==> config.mk <==
export PLATFORM = sky130hd
export DESIGN_NAME = c_subset_tokenizer_core
export DESIGN_NICKNAME = d
export VERILOG_FILES = /design/src/design/ctok_pkg.sv /design/src/design/c_subset_tokenizer_core.sv /design/src/design/ctok_fifo.sv
export SDC_FILE = /design/constraint.sdc
export NUM_CORES = 1
export LEC_CHECK = 0
export ABC_AREA = 0
export ABC_CLOCK_PERIOD_IN_PS = 3250
export BUFFER_PORTS_ARGS = -buffer_cell sky130_fd_sc_hd__buf_2
export CAP_MARGIN = 20
export CORE_ASPECT_RATIO = 1.75
export CORE_MARGIN = 1.5
export CORE_UTILIZATION = 44
export DETAILED_ROUTE_END_ITERATION = 8
export GPL_TIMING_DRIVEN = 1
export PLACE_DENSITY = 0.59
export SYNTH_ARGS = -nofsm -noshare
export SYNTH_HDL_FRONTEND = slang
export SYNTH_SLANG_ARGS = --single-unit
==> constraint.sdc <==
create_clock -name clk -period 3.25 [get_ports clk]
set_input_delay 0.65 -clock clk [delete_from_list [all_inputs] [get_ports clk]]
set_output_delay 0.65 -clock clk [all_outputs]
set_load 0.02 [all_outputs]
==> src/design/ctok_pkg.sv <==
// Shared types, constants and character helpers for the C subset tokenizer.
// No dependencies; used by ctok_fifo and c_subset_tokenizer_core.
package ctok_pkg;

    typedef logic [3:0] kind_t;

    localparam kind_t KIND_INT      = 4'd0;
    localparam kind_t KIND_RETURN   = 4'd1;
    localparam kind_t KIND_IDENT    = 4'd2;
    localparam kind_t KIND_INTEGER  = 4'd3;
    localparam kind_t KIND_UNKNOWN  = 4'd4;
    localparam kind_t KIND_SYM_BASE = 4'd5;

    localparam logic [15:0] LEN_MAX = 16'hFFFF;

    localparam logic [7:0] CH_NEWLINE = 8'h0A;

    // Output queue: four entries; a byte is accepted only while two are free
    localparam int FIFO_DEPTH = 4;
    localparam int FIFO_PTR_W = 2;
    localparam int FIFO_CNT_W = 3;

    typedef struct packed {
        kind_t       kind;
        logic [15:0] start;
        logic [15:0] length;
        logic        last;
    } token_t;

    function automatic logic is_digit(input logic [7:0] c);
        return (c >= 8'h30) && (c <= 8'h39);
    endfunction

    function automatic logic is_alpha(input logic [7:0] c);
        return ((c >= 8'h61) && (c <= 8'h7A)) || ((c >= 8'h41) && (c <= 8'h5A));
    endfunction

    function automatic logic is_space(input logic [7:0] c);
        return (c == 8'h20) || (c == 8'h09) || (c == 8'h0B) || (c == 8'h0C) || (c == 8'h0D);
    endfunction

    // Symbol lookup: bit 4 = hit, bits 3:0 = index into ( ) { } ; ! ~ - * / +
    function automatic logic [4:0] symbol_lookup(input logic [7:0] c);
        logic [4:0] r;
        unique case (c)
            8'h28:   r = {1'b1, 4'd0};
            8'h29:   r = {1'b1, 4'd1};
            8'h7B:   r = {1'b1, 4'd2};
            8'h7D:   r = {1'b1, 4'd3};
            8'h3B:   r = {1'b1, 4'd4};
            8'h21:   r = {1'b1, 4'd5};
            8'h7E:   r = {1'b1, 4'd6};
            8'h2D:   r = {1'b1, 4'd7};
            8'h2A:   r = {1'b1, 4'd8};
            8'h2F:   r = {1'b1, 4'd9};
            8'h2B:   r = {1'b1, 4'd10};
            default: r = {1'b0, 4'd0};
        endcase
        return r;
    endfunction

    function automatic logic [7:0] kw_int_char(input logic [1:0] i);
        logic [7:0] r;
        unique case (i)
            2'd0:    r = 8'h69;  // i
            2'd1:    r = 8'h6E;  // n
            2'd2:    r = 8'h74;  // t
            default: r = 8'h00;
        endcase
        return r;
    endfunction

    function automatic logic [7:0] kw_return_char(input logic [2:0] i);
        logic [7:0] r;
        unique case (i)
            3'd0:    r = 8'h72;  // r
            3'd1:    r = 8'h65;  // e
            3'd2:    r = 8'h74;  // t
            3'd3:    r = 8'h75;  // u
            3'd4:    r = 8'h72;  // r
            3'd5:    r = 8'h6E;  // n
            default: r = 8'h00;
        endcase
        return r;
    endfunction

endpackage

==> src/design/c_subset_tokenizer_core.sv <==
// Streaming tokenizer for a small C subset: word tracking, classification, token queue.
// Depends on ctok_pkg and ctok_fifo.
//
// Usage:
//   Input channel in_valid/in_ready carries one source byte (char_code) per
//   transfer, with end_of_source set on the final byte of a source. Newline
//   bytes are dropped; whitespace and the symbols ( ) { } ; ! ~ - * / + end a
//   word, and every symbol is a token of its own.
//   Output channel out_valid/out_ready carries one token per transfer: kind,
//   start offset, length and last_in_run, which marks the last token caused
//   by one input byte. A byte yields zero, one or two tokens (word, then symbol).
//   Throughput: one byte per cycle while the receiver keeps up; the output
//   port moves one token per cycle, so bytes that yield two tokens drain
//   more slowly. A token enters the queue when its byte is accepted and is
//   presented once it reaches the head. in_ready drops when the four-entry queue
//   cannot take two more tokens, so a stalled receiver back-pressures the input.
//   Reset clears position, word state and the queue; end_of_source returns
//   the word tracker to the same state, so the next byte starts at offset 0.
module c_subset_tokenizer_core #(
    parameter int POSITION_BITS = 16
) (
    input  logic        clk,
    input  logic        rst_n,
    input  logic        in_valid,
    output logic        in_ready,
    input  logic [7:0]  char_code,
    input  logic        end_of_source,
    output logic        out_valid,
    input  logic        out_ready,
    output logic [3:0]  token_kind,
    output logic [15:0] token_start,
    output logic [15:0] token_length,
    output logic        last_in_run
);

    logic [POSITION_BITS-1:0] byte_position_reg, byte_position_next;
    logic [POSITION_BITS-1:0] word_start_reg, word_start_next;
    logic [15:0]              word_length_reg, word_length_next;
    logic                     word_open_reg, word_open_next;
    logic                     all_digits_reg, all_digits_next;
    logic                     ident_shape_reg, ident_shape_next;
    logic                     int_match_reg, int_match_next;
    logic                     ret_match_reg, ret_match_next;

    // Word state after this byte is folded in (equals current for non-word bytes)
    logic [POSITION_BITS-1:0] s1_start;
    logic [15:0]              s1_length;
    logic                     s1_open, s1_digits, s1_ident, s1_int, s1_ret;

    logic       accept;
    logic       c_newline, c_space, c_sym, c_word, c_digit, c_alpha;
    logic [4:0] sym_info;
    logic       word_tok_v;

    ctok_pkg::kind_t  word_kind;
    ctok_pkg::token_t word_tok, sym_tok, tok_a;
    ctok_pkg::token_t head_tok;
    logic             fifo_room;

    assign accept    = in_valid && in_ready;
    assign sym_info  = ctok_pkg::symbol_lookup(char_code);
    assign c_newline = (char_code == ctok_pkg::CH_NEWLINE);
    assign c_space   = ctok_pkg::is_space(char_code);
    assign c_sym     = sym_info[4];
    assign c_word    = !c_newline && !c_space && !c_sym;
    assign c_digit   = ctok_pkg::is_digit(char_code);
    assign c_alpha   = ctok_pkg::is_alpha(char_code);

    always_comb
    begin
        s1_start  = word_start_reg;
        s1_length = word_length_reg;
        s1_open   = word_open_reg;
        s1_digits = all_digits_reg;
        s1_ident  = ident_shape_reg;
        s1_int    = int_match_reg;
        s1_ret    = ret_match_reg;
        if (c_word)
        begin
            s1_open = 1'b1;
            if (!word_open_reg)
            begin
                s1_start = byte_position_reg;
            end
            s1_digits = all_digits_reg && c_digit;
            if (word_length_reg == '0)
            begin
                s1_ident = c_alpha;
            end
            else
            begin
                s1_ident = ident_shape_reg
                        && (c_alpha || c_digit || (char_code == 8'h5F));
            end
            s1_int = int_match_reg && (word_length_reg < 16'd3)
                  && (ctok_pkg::kw_int_char(word_length_reg[1:0]) == char_code);
            s1_ret = ret_match_reg && (word_length_reg < 16'd6)
                  && (ctok_pkg::kw_return_char(word_length_reg[2:0]) == char_code);
            if (word_length_reg != ctok_pkg::LEN_MAX)
            begin
                s1_length = word_length_reg + 16'd1;
            end
        end
    end

    always_comb
    begin
        priority if (s1_int && (s1_length == 16'd3))
        begin
            word_kind = ctok_pkg::KIND_INT;
        end
        else if (s1_ret && (s1_length == 16'd6))
        begin
            word_kind = ctok_pkg::KIND_RETURN;
        end
        else if (s1_ident)
        begin
            word_kind = ctok_pkg::KIND_IDENT;
        end
        else if (s1_digits)
        begin
            word_kind = ctok_pkg::KIND_INTEGER;
        end
        else
        begin
            word_kind = ctok_pkg::KIND_UNKNOWN;
        end
    end

    // Word flushes on a delimiter, or at end of source after this byte
    assign word_tok_v = s1_open && (c_space || c_sym || end_of_source);

    always_comb
    begin
        word_tok.kind   = word_kind;
        word_tok.start  = 16'(32'(s1_start));
        word_tok.length = s1_length;
        word_tok.last   = !c_sym;

        sym_tok.kind    = ctok_pkg::KIND_SYM_BASE + sym_info[3:0];
        sym_tok.start   = 16'(32'(byte_position_reg));
        sym_tok.length  = 16'd1;
        sym_tok.last    = 1'b1;

        tok_a = word_tok_v ? word_tok : sym_tok;
    end

    always_comb
    begin
        byte_position_next = byte_position_reg;
        word_start_next    = word_start_reg;
        word_length_next   = word_length_reg;
        word_open_next     = word_open_reg;
        all_digits_next    = all_digits_reg;
        ident_shape_next   = ident_shape_reg;
        int_match_next     = int_match_reg;
        ret_match_next     = ret_match_reg;
        if (accept)
        begin
            if (end_of_source || c_space || c_sym)
            begin
                word_start_next  = '0;
                word_length_next = '0;
                word_open_next   = 1'b0;
                all_digits_next  = 1'b1;
                ident_shape_next = 1'b1;
                int_match_next   = 1'b1;
                ret_match_next   = 1'b1;
            end
            else
            begin
                word_start_next  = s1_start;
                word_length_next = s1_length;
                word_open_next   = s1_open;
                all_digits_next  = s1_digits;
                ident_shape_next = s1_ident;
                int_match_next   = s1_int;
                ret_match_next   = s1_ret;
            end
            byte_position_next = end_of_source ? '0 : byte_position_reg + 1'b1;
        end
    end

    always_ff @(posedge clk or negedge rst_n)
    begin
        if (!rst_n)
        begin
            byte_position_reg <= '0;
            word_start_reg    <= '0;
            word_length_reg   <= '0;
            word_open_reg     <= 1'b0;
            all_digits_reg    <= 1'b1;
            ident_shape_reg   <= 1'b1;
            int_match_reg     <= 1'b1;
            ret_match_reg     <= 1'b1;
        end
        else
        begin
            byte_position_reg <= byte_position_next;
            word_start_reg    <= word_start_next;
            word_length_reg   <= word_length_next;
            word_open_reg     <= word_open_next;
            all_digits_reg    <= all_digits_next;
            ident_shape_reg   <= ident_shape_next;
            int_match_reg     <= int_match_next;
            ret_match_reg     <= ret_match_next;
        end
    end

    ctok_fifo u_fifo (
        .clk       (clk),
        .rst_n     (rst_n),
        .push_a    (accept && (word_tok_v || c_sym)),
        .push_b    (accept && word_tok_v && c_sym),
        .data_a    (tok_a),
        .data_b    (sym_tok),
        .room      (fifo_room),
        .not_empty (out_valid),
        .pop       (out_ready),
        .head      (head_tok)
    );

    assign in_ready     = fifo_room;
    assign token_kind   = head_tok.kind;
    assign token_start  = head_tok.start;
    assign token_length = head_tok.length;
    assign last_in_run  = head_tok.last;

endmodule

==> src/design/ctok_fifo.sv <==
// Small token queue: up to two writes and one read per cycle, registered head.
// Depends on ctok_pkg (token_t, depth constants).
module ctok_fifo (
    input  logic              clk,
    input  logic              rst_n,
    input  logic              push_a,
    input  logic              push_b,
    input  ctok_pkg::token_t  data_a,
    input  ctok_pkg::token_t  data_b,
    output logic              room,
    output logic              not_empty,
    input  logic              pop,
    output ctok_pkg::token_t  head
);

    ctok_pkg::token_t mem_reg [ctok_pkg::FIFO_DEPTH];

    logic [ctok_pkg::FIFO_PTR_W-1:0] wr_ptr_reg, wr_ptr_next;
    logic [ctok_pkg::FIFO_PTR_W-1:0] rd_ptr_reg, rd_ptr_next;
    logic [ctok_pkg::FIFO_CNT_W-1:0] count_reg, count_next;
    logic [ctok_pkg::FIFO_PTR_W-1:0] wr_ptr_b;
    logic                            do_pop;

    assign do_pop    = pop && (count_reg != '0);
    assign wr_ptr_b  = wr_ptr_reg + 1'b1;
    assign not_empty = (count_reg != '0);
    assign room      = (count_reg <= ctok_pkg::FIFO_CNT_W'(ctok_pkg::FIFO_DEPTH - 2));
    assign head      = mem_reg[rd_ptr_reg];

    always_comb
    begin
        wr_ptr_next = wr_ptr_reg;
        if (push_a && push_b)
        begin
            wr_ptr_next = wr_ptr_reg + 2'd2;
        end
        else if (push_a)
        begin
            wr_ptr_next = wr_ptr_reg + 1'b1;
        end
        rd_ptr_next = do_pop ? rd_ptr_reg + 1'b1 : rd_ptr_reg;
        count_next  = count_reg
                    + ctok_pkg::FIFO_CNT_W'(push_a)
                    + ctok_pkg::FIFO_CNT_W'(push_a && push_b)
                    - ctok_pkg::FIFO_CNT_W'(do_pop);
    end

    always_ff @(posedge clk or negedge rst_n)
    begin
        if (!rst_n)
        begin
            wr_ptr_reg <= '0;
            rd_ptr_reg <= '0;
            count_reg  <= '0;
        end
        else
        begin
            wr_ptr_reg <= wr_ptr_next;
            rd_ptr_reg <= rd_ptr_next;
            count_reg  <= count_next;
        end
    end

    always_ff @(posedge clk)
    begin
        if (push_a)
        begin
            mem_reg[wr_ptr_reg] <= data_a;
        end
        if (push_a && push_b)
        begin
            mem_reg[wr_ptr_b] <= data_b;
        end
    end

endmodule
# [Word level (Yosys, flattened, before mapping)]
# Memory sizes are Yosys's and may differ from the RTL's.
# Cells that the tools add are included.
[word_totals] register_bits=60 ram_bits=148 inputBits=13 out_inout_bits=39 word_cells=135 n_memories=1
[memory_table] memory="u_fifo.mem_reg" words=4 word_bits=37 read_ports=1 rd_ports_with_merged_regs=0 write_ports=2 line_no="ctok_fifo.sv:16" text="ctok_pkg::token_t mem_reg [ctok_pkg::FIFO_DEPTH];"
[op_classes] n_addsub=9 magnitude_cmp=9 n_eq_ne=30 n_mux=34 n_reduce_logical=41
[op_table] op="16-bit two-way mux" count=7
[op_table] op="8-bit by 6-bit == test with 1-bit output, second input constant" count=9
[op_table] op="5-bit one-hot mux with 11 select lines" count=1
[op_table] op="8-bit by 4-bit == test with 1-bit output, second input constant" count=5
[op_table] op="37-bit two-way mux" count=1
[op_table] op="7-bit one-hot mux with 5 select lines" count=1
[op_table] op="16-bit by 1-bit adder with 16-bit output, second input constant" count=2
[op_table] op="8-bit by 7-bit == test with 1-bit output, second input constant" count=4
[op_table] op="7-bit one-hot mux with 3 select lines" count=1
[op_table] op="1-bit logical AND" count=20
[op_table] op="16-bit by 2-bit == test with 1-bit output, second input constant" count=1
[op_table] op="16-bit by 3-bit == test with 1-bit output, second input constant" count=1
[op_table] op="8-bit == test" count=2
[op_table] op="8-bit by 7-bit >= comparator with 1-bit output, second input constant" count=2
[op_table] op="8-bit by 7-bit <= comparator with 1-bit output, second input constant" count=2
[op_table] op="16-bit logical NOT" count=1
[op_table] op="16-bit by 2-bit less-than comparator with 1-bit output, second input constant" count=1
[op_table] op="16-bit by 3-bit less-than comparator with 1-bit output, second input constant" count=1
[op_table] op="8-bit two-way mux" count=2
[op_table] op="16-bit != test, second input constant" count=1
[op_table] op="1-bit two-way mux" count=15
[op_table] op="1-bit logical OR" count=12
[op_table] op="3-bit two-way mux" count=4
[op_table] op="8-bit by 6-bit >= comparator with 1-bit output, second input constant" count=1
[op_table] op="other kinds (19)" count=26

# [Longest topological paths before layout]
[depth] ltp_word=16 ltp_mapped=14 ltp_nobuf=11

# [Hierarchy]
# Synthesis repeated with hierarchy kept, for this count alone.
[unflattened] hier_cells=910 hier_area_um2=12233.0
[modules_own_cells] module="ctok_fifo" n_inst=1 cells_per_inst=403 area_each_um2=8135.3 seq_area_each_um2=4619.4
[modules_own_cells] module="c_subset_tokenizer_core" n_inst=1 cells_per_inst=507 area_each_um2=4097.7 seq_area_each_um2=1331.3

# [Worst setup path before layout]
# OpenSTA, ideal clock, no wires.
[synth_timing] path_kind="input-to-reg" startpoint="input port char_code[6]" endpoint="memory u_fifo.mem_reg[2][17] in the netlist's numbering, enable pin" setup_time_ns=0.395 t_arrival_ns=3.078 required_ns=2.855 slack_ns=-0.223 path_stages=9 n_path_buf=2 cell_sequence="buf_2 > or4b_1 > o32ai_1 > or2_1 > nor3_2 > o21a_1 > o211ai_2 > clkbuf_1 > nand2_1"
[synth_lines] item="start: declaration" line_no="c_subset_tokenizer_core.sv:26" text="input logic [7:0] char_code,"
[synth_lines] item="end: declaration" line_no="ctok_fifo.sv:16"

==> flow_summary.ini <==
[clocking]
post_cts_buffers = 0
cts.clk_slew.worst_paths_ns = 0.07
clkLatencyLatePin_ns = 0.52
hold_buffers = 0
cts_made_buffers = 20
cts_max_path_buffers = 3
h-tree-depth = 1
clockRootBuffer = clkbuf_16
cts_tree = done
clkSinkCount = 208

[global_routing]
antenna_found_initial = 0
grt_pass1_wl_um = 51810
grt_pass1_vias = 9449
overflow = 0
grt_max_degree = 40
track_usage = 0.2562

[detailed_routing]
post_drt_wl_per_cell_um = 20.81
drt_iter0_markers = 614
drc = 0
routed_via_density = 5.812
vias = 9299
wirelength_um = 33300
final_antenna_net_count = 0
first_pass_iters = 5

[cells_and_area]
regArea_mm2 = 0.005273
syn_to_final_growth_pct = 21.49
final_common_cell = nand2_1
n_antenna_cell = 0
multi_input_area_mm2 = 0.005497
final_cell_mix = nand2_1 (190), buf_4 (163), a21oi_1 (91)
largest_reg_flops = 148
layout.nets = 1300
fillCellCount = 2250
drive_gt1_frac = 0.2726

[synth]
async_flop_share = 0.2885
synth_simple_gate_area_frac = 0.1770
yosysSeqAreaShare = 0.4707
ys_warn_count = 0
synth_top_family_by_area = compound AO/OA/AOI/OAI gates
yosys.area_share.adder = 0.02034
yosysUniqueCellTypes = 83
synth_xor_area_frac = 0.02347
synthMuxAreaShare = 0.08135
synth-compound-area-share = 0.1835
synthCells = 1114
syn_nets = 1144
synth_area_per_cell_um2 = 10.05
synth_edf_count = 80
synth_seq_cells = 208
syn_area_mm2 = 0.01120
synth_top_flop_cell = edfxtp_1

[timing]
setup-tns-final_ns = 0
hold_viol_final = 0
worst_slew_margin_rel = 0.4174
fin_ws_ns = 0.1148
tightest_slew_ns = 0.8707
rsz0062_at_grt = no
drv_slew = 0
fin_skew_ns = 0.01683
max_clock_freq_mhz = 319.0
finalSetupViolations = 0
fin_crit_sh = 0.9647
fin_crit_ns = 3.135

[floorplanning]
core_area_mm2 = 0.02515
die_y_um = 214.0
die_x_um = 123.6
top_level_ports = 52
start_util = 0.4453
std_cell_rows = 77
dieArea_mm2 = 0.02645

[worst_setup_path]
path_max_fanout = 7
required_ns = 3.50
worstSetupEndpointType = flip-flop
worstReg2RegStart = word_length_reg[9]
cp-startpoint = char_code[1]
worstSetupPathType = in -> reg
reg2reg_slack_ns = 0.18
arrival_ns = 3.39
r2r-end = u_fifo.mem_reg[3][34]
critPathLaunchType = input pin
worstRegToRegCells = 10

[placement]
io_buffers = 51
place_hpwl_um = 24650
gp_congestion = 0.9061
place_ws_ns = -0.4365

[power]
ir_worst_vdd_v = 0.0004625
p_per_area_mw_per_mm2 = 627.5
p_leak_nw = 5.338

[flow_run]
drv_cap = 0

[outcome]
status = completed

[min_path]
hold_path.class = in -> async
[critical path, stage by stage]
cell and delay (ns):
buf_2 0.15, nor2b_1 0.15, a31oi_1 0.30, o31a_1 0.30, nand3_2 0.16, or4_1 0.57
mux2i_1 0.20, buf_4 0.14, and4bb_1 0.21, buf_4 0.14, a21oi_2 0.27, o32ai_1 0.15
[stage by stage]
| stage | util | area (µm²) | total power, mW | std cells | hold WS, ns |
|---|---|---|---|---|---|
| final | 0.5410 | 13600 | 8.537 | 1600 | 0.1696 |
| after CTS | 0.5402 | 13580 | 8.628 | 1600 | 0.1725 |
| after global routing | 0.5410 | 13600 | 8.986 | 1600 | 0.2184 |
| after detailed placement | 0.5150 | 12950 | 6.374 | 1564 | 0.4454 |
| after global placement | 0.5150 | 12950 | 6.333 | 1564 | 0.4385 |
| after floorplan | - | 11220 | 5.251 | 1114 | 0.3544 |
[Yosys cell counts (9+ instances only)]
cell / instances / area (µm²)
a21oi_1: 91 / 455.4
a22o_1: 80 / 700.7
and3_1: 14 / 87.58
buf_1: 12 / 45.04
buf_2: 24 / 120.1
buf_4: 12 / 90.09
clkbuf_1: 45 / 168.9
dfrtp_1: 56 / 1401
dfxtp_1: 68 / 1361
edfxtp_1: 80 / 2402
ha_1: 15 / 187.7
inv_1: 16 / 60.06
mux4_2: 37 / 833.3
nand2_1: 194 / 728.2
nand3_1: 30 / 150.1
nand4_1: 9 / 56.30
nor2_1: 64 / 240.2
nor3_1: 23 / 115.1
o211ai_1: 11 / 82.58
o21ai_0: 41 / 205.2
xnor2_1: 17 / 148.9
xor2_1: 13 / 113.9
[how the worst max path moves through the flow]
stage                            end  slack, ns  depth (start not counted)
5_1_grt        u_fifo.mem_reg[1][33]       0.01                         12
4_1_cts        u_fifo.mem_reg[3][34]       0.09                         12
2_1_floorplan    u_fifo.count_reg[1]      0.007                         12
3_5_place_dp   u_fifo.mem_reg[2][34]      -0.44                         12
3_3_place_gp   u_fifo.mem_reg[0][33]      -0.40                         12
6_report       u_fifo.mem_reg[1][33]       0.11                         12
[layer usage]
layer  wire [µm]  vias up  GRT usage
met5           0        -          0
met1       11470     4507     0.2641
li1            -     4423          -
met3        1148       94    0.02580
met4        1815        0     0.1383
met2       18870      275     0.4882
[cell families (layout without fill, tap and decap cells)]
| logic type | after synthesis | in the layout |
|---|---|---|
| DFF | 208 | 208 |
| and+or+nand+nor | 411 | 411 |
| xor gates and xnor gates | 30 | 30 |
| muxes | 44 | 44 |
| buffers and inverters | 110 | 280 |
| AOI/OAI and AO/OA | 294 | 294 |
| adders and majority gates | 17 | 17 |
[cell type report]
class / instances / share of cell area
Tap cell: 316 / 0.02907
Multi-Input combinational cell: 796 / 0.4041
Timing Repair Buffer: 228 / 0.1293
Sequential cell: 208 / 0.3876
Inverter: 16 / 0.004415
Clock buffer: 31 / 0.04231
Clock inverter: 5 / 0.003219
[timing repair]
| action | 4_1_cts | 5_1_grt |
|---|---|---|
| endpoints found under the setup margin | 12 | 14 |
| gates resized for setup | 3 | 4 |
| endpoints found under the hold margin | 0 | 0 |
[power by group]
part	leakage (nW)	switching, mW	internal, mW
sequential	2.08	0.309	3.05
clock	0.300	1.02	1.23
combinational	2.95	1.65	1.27
Note: power is estimated with default switching activity, not from simulation.
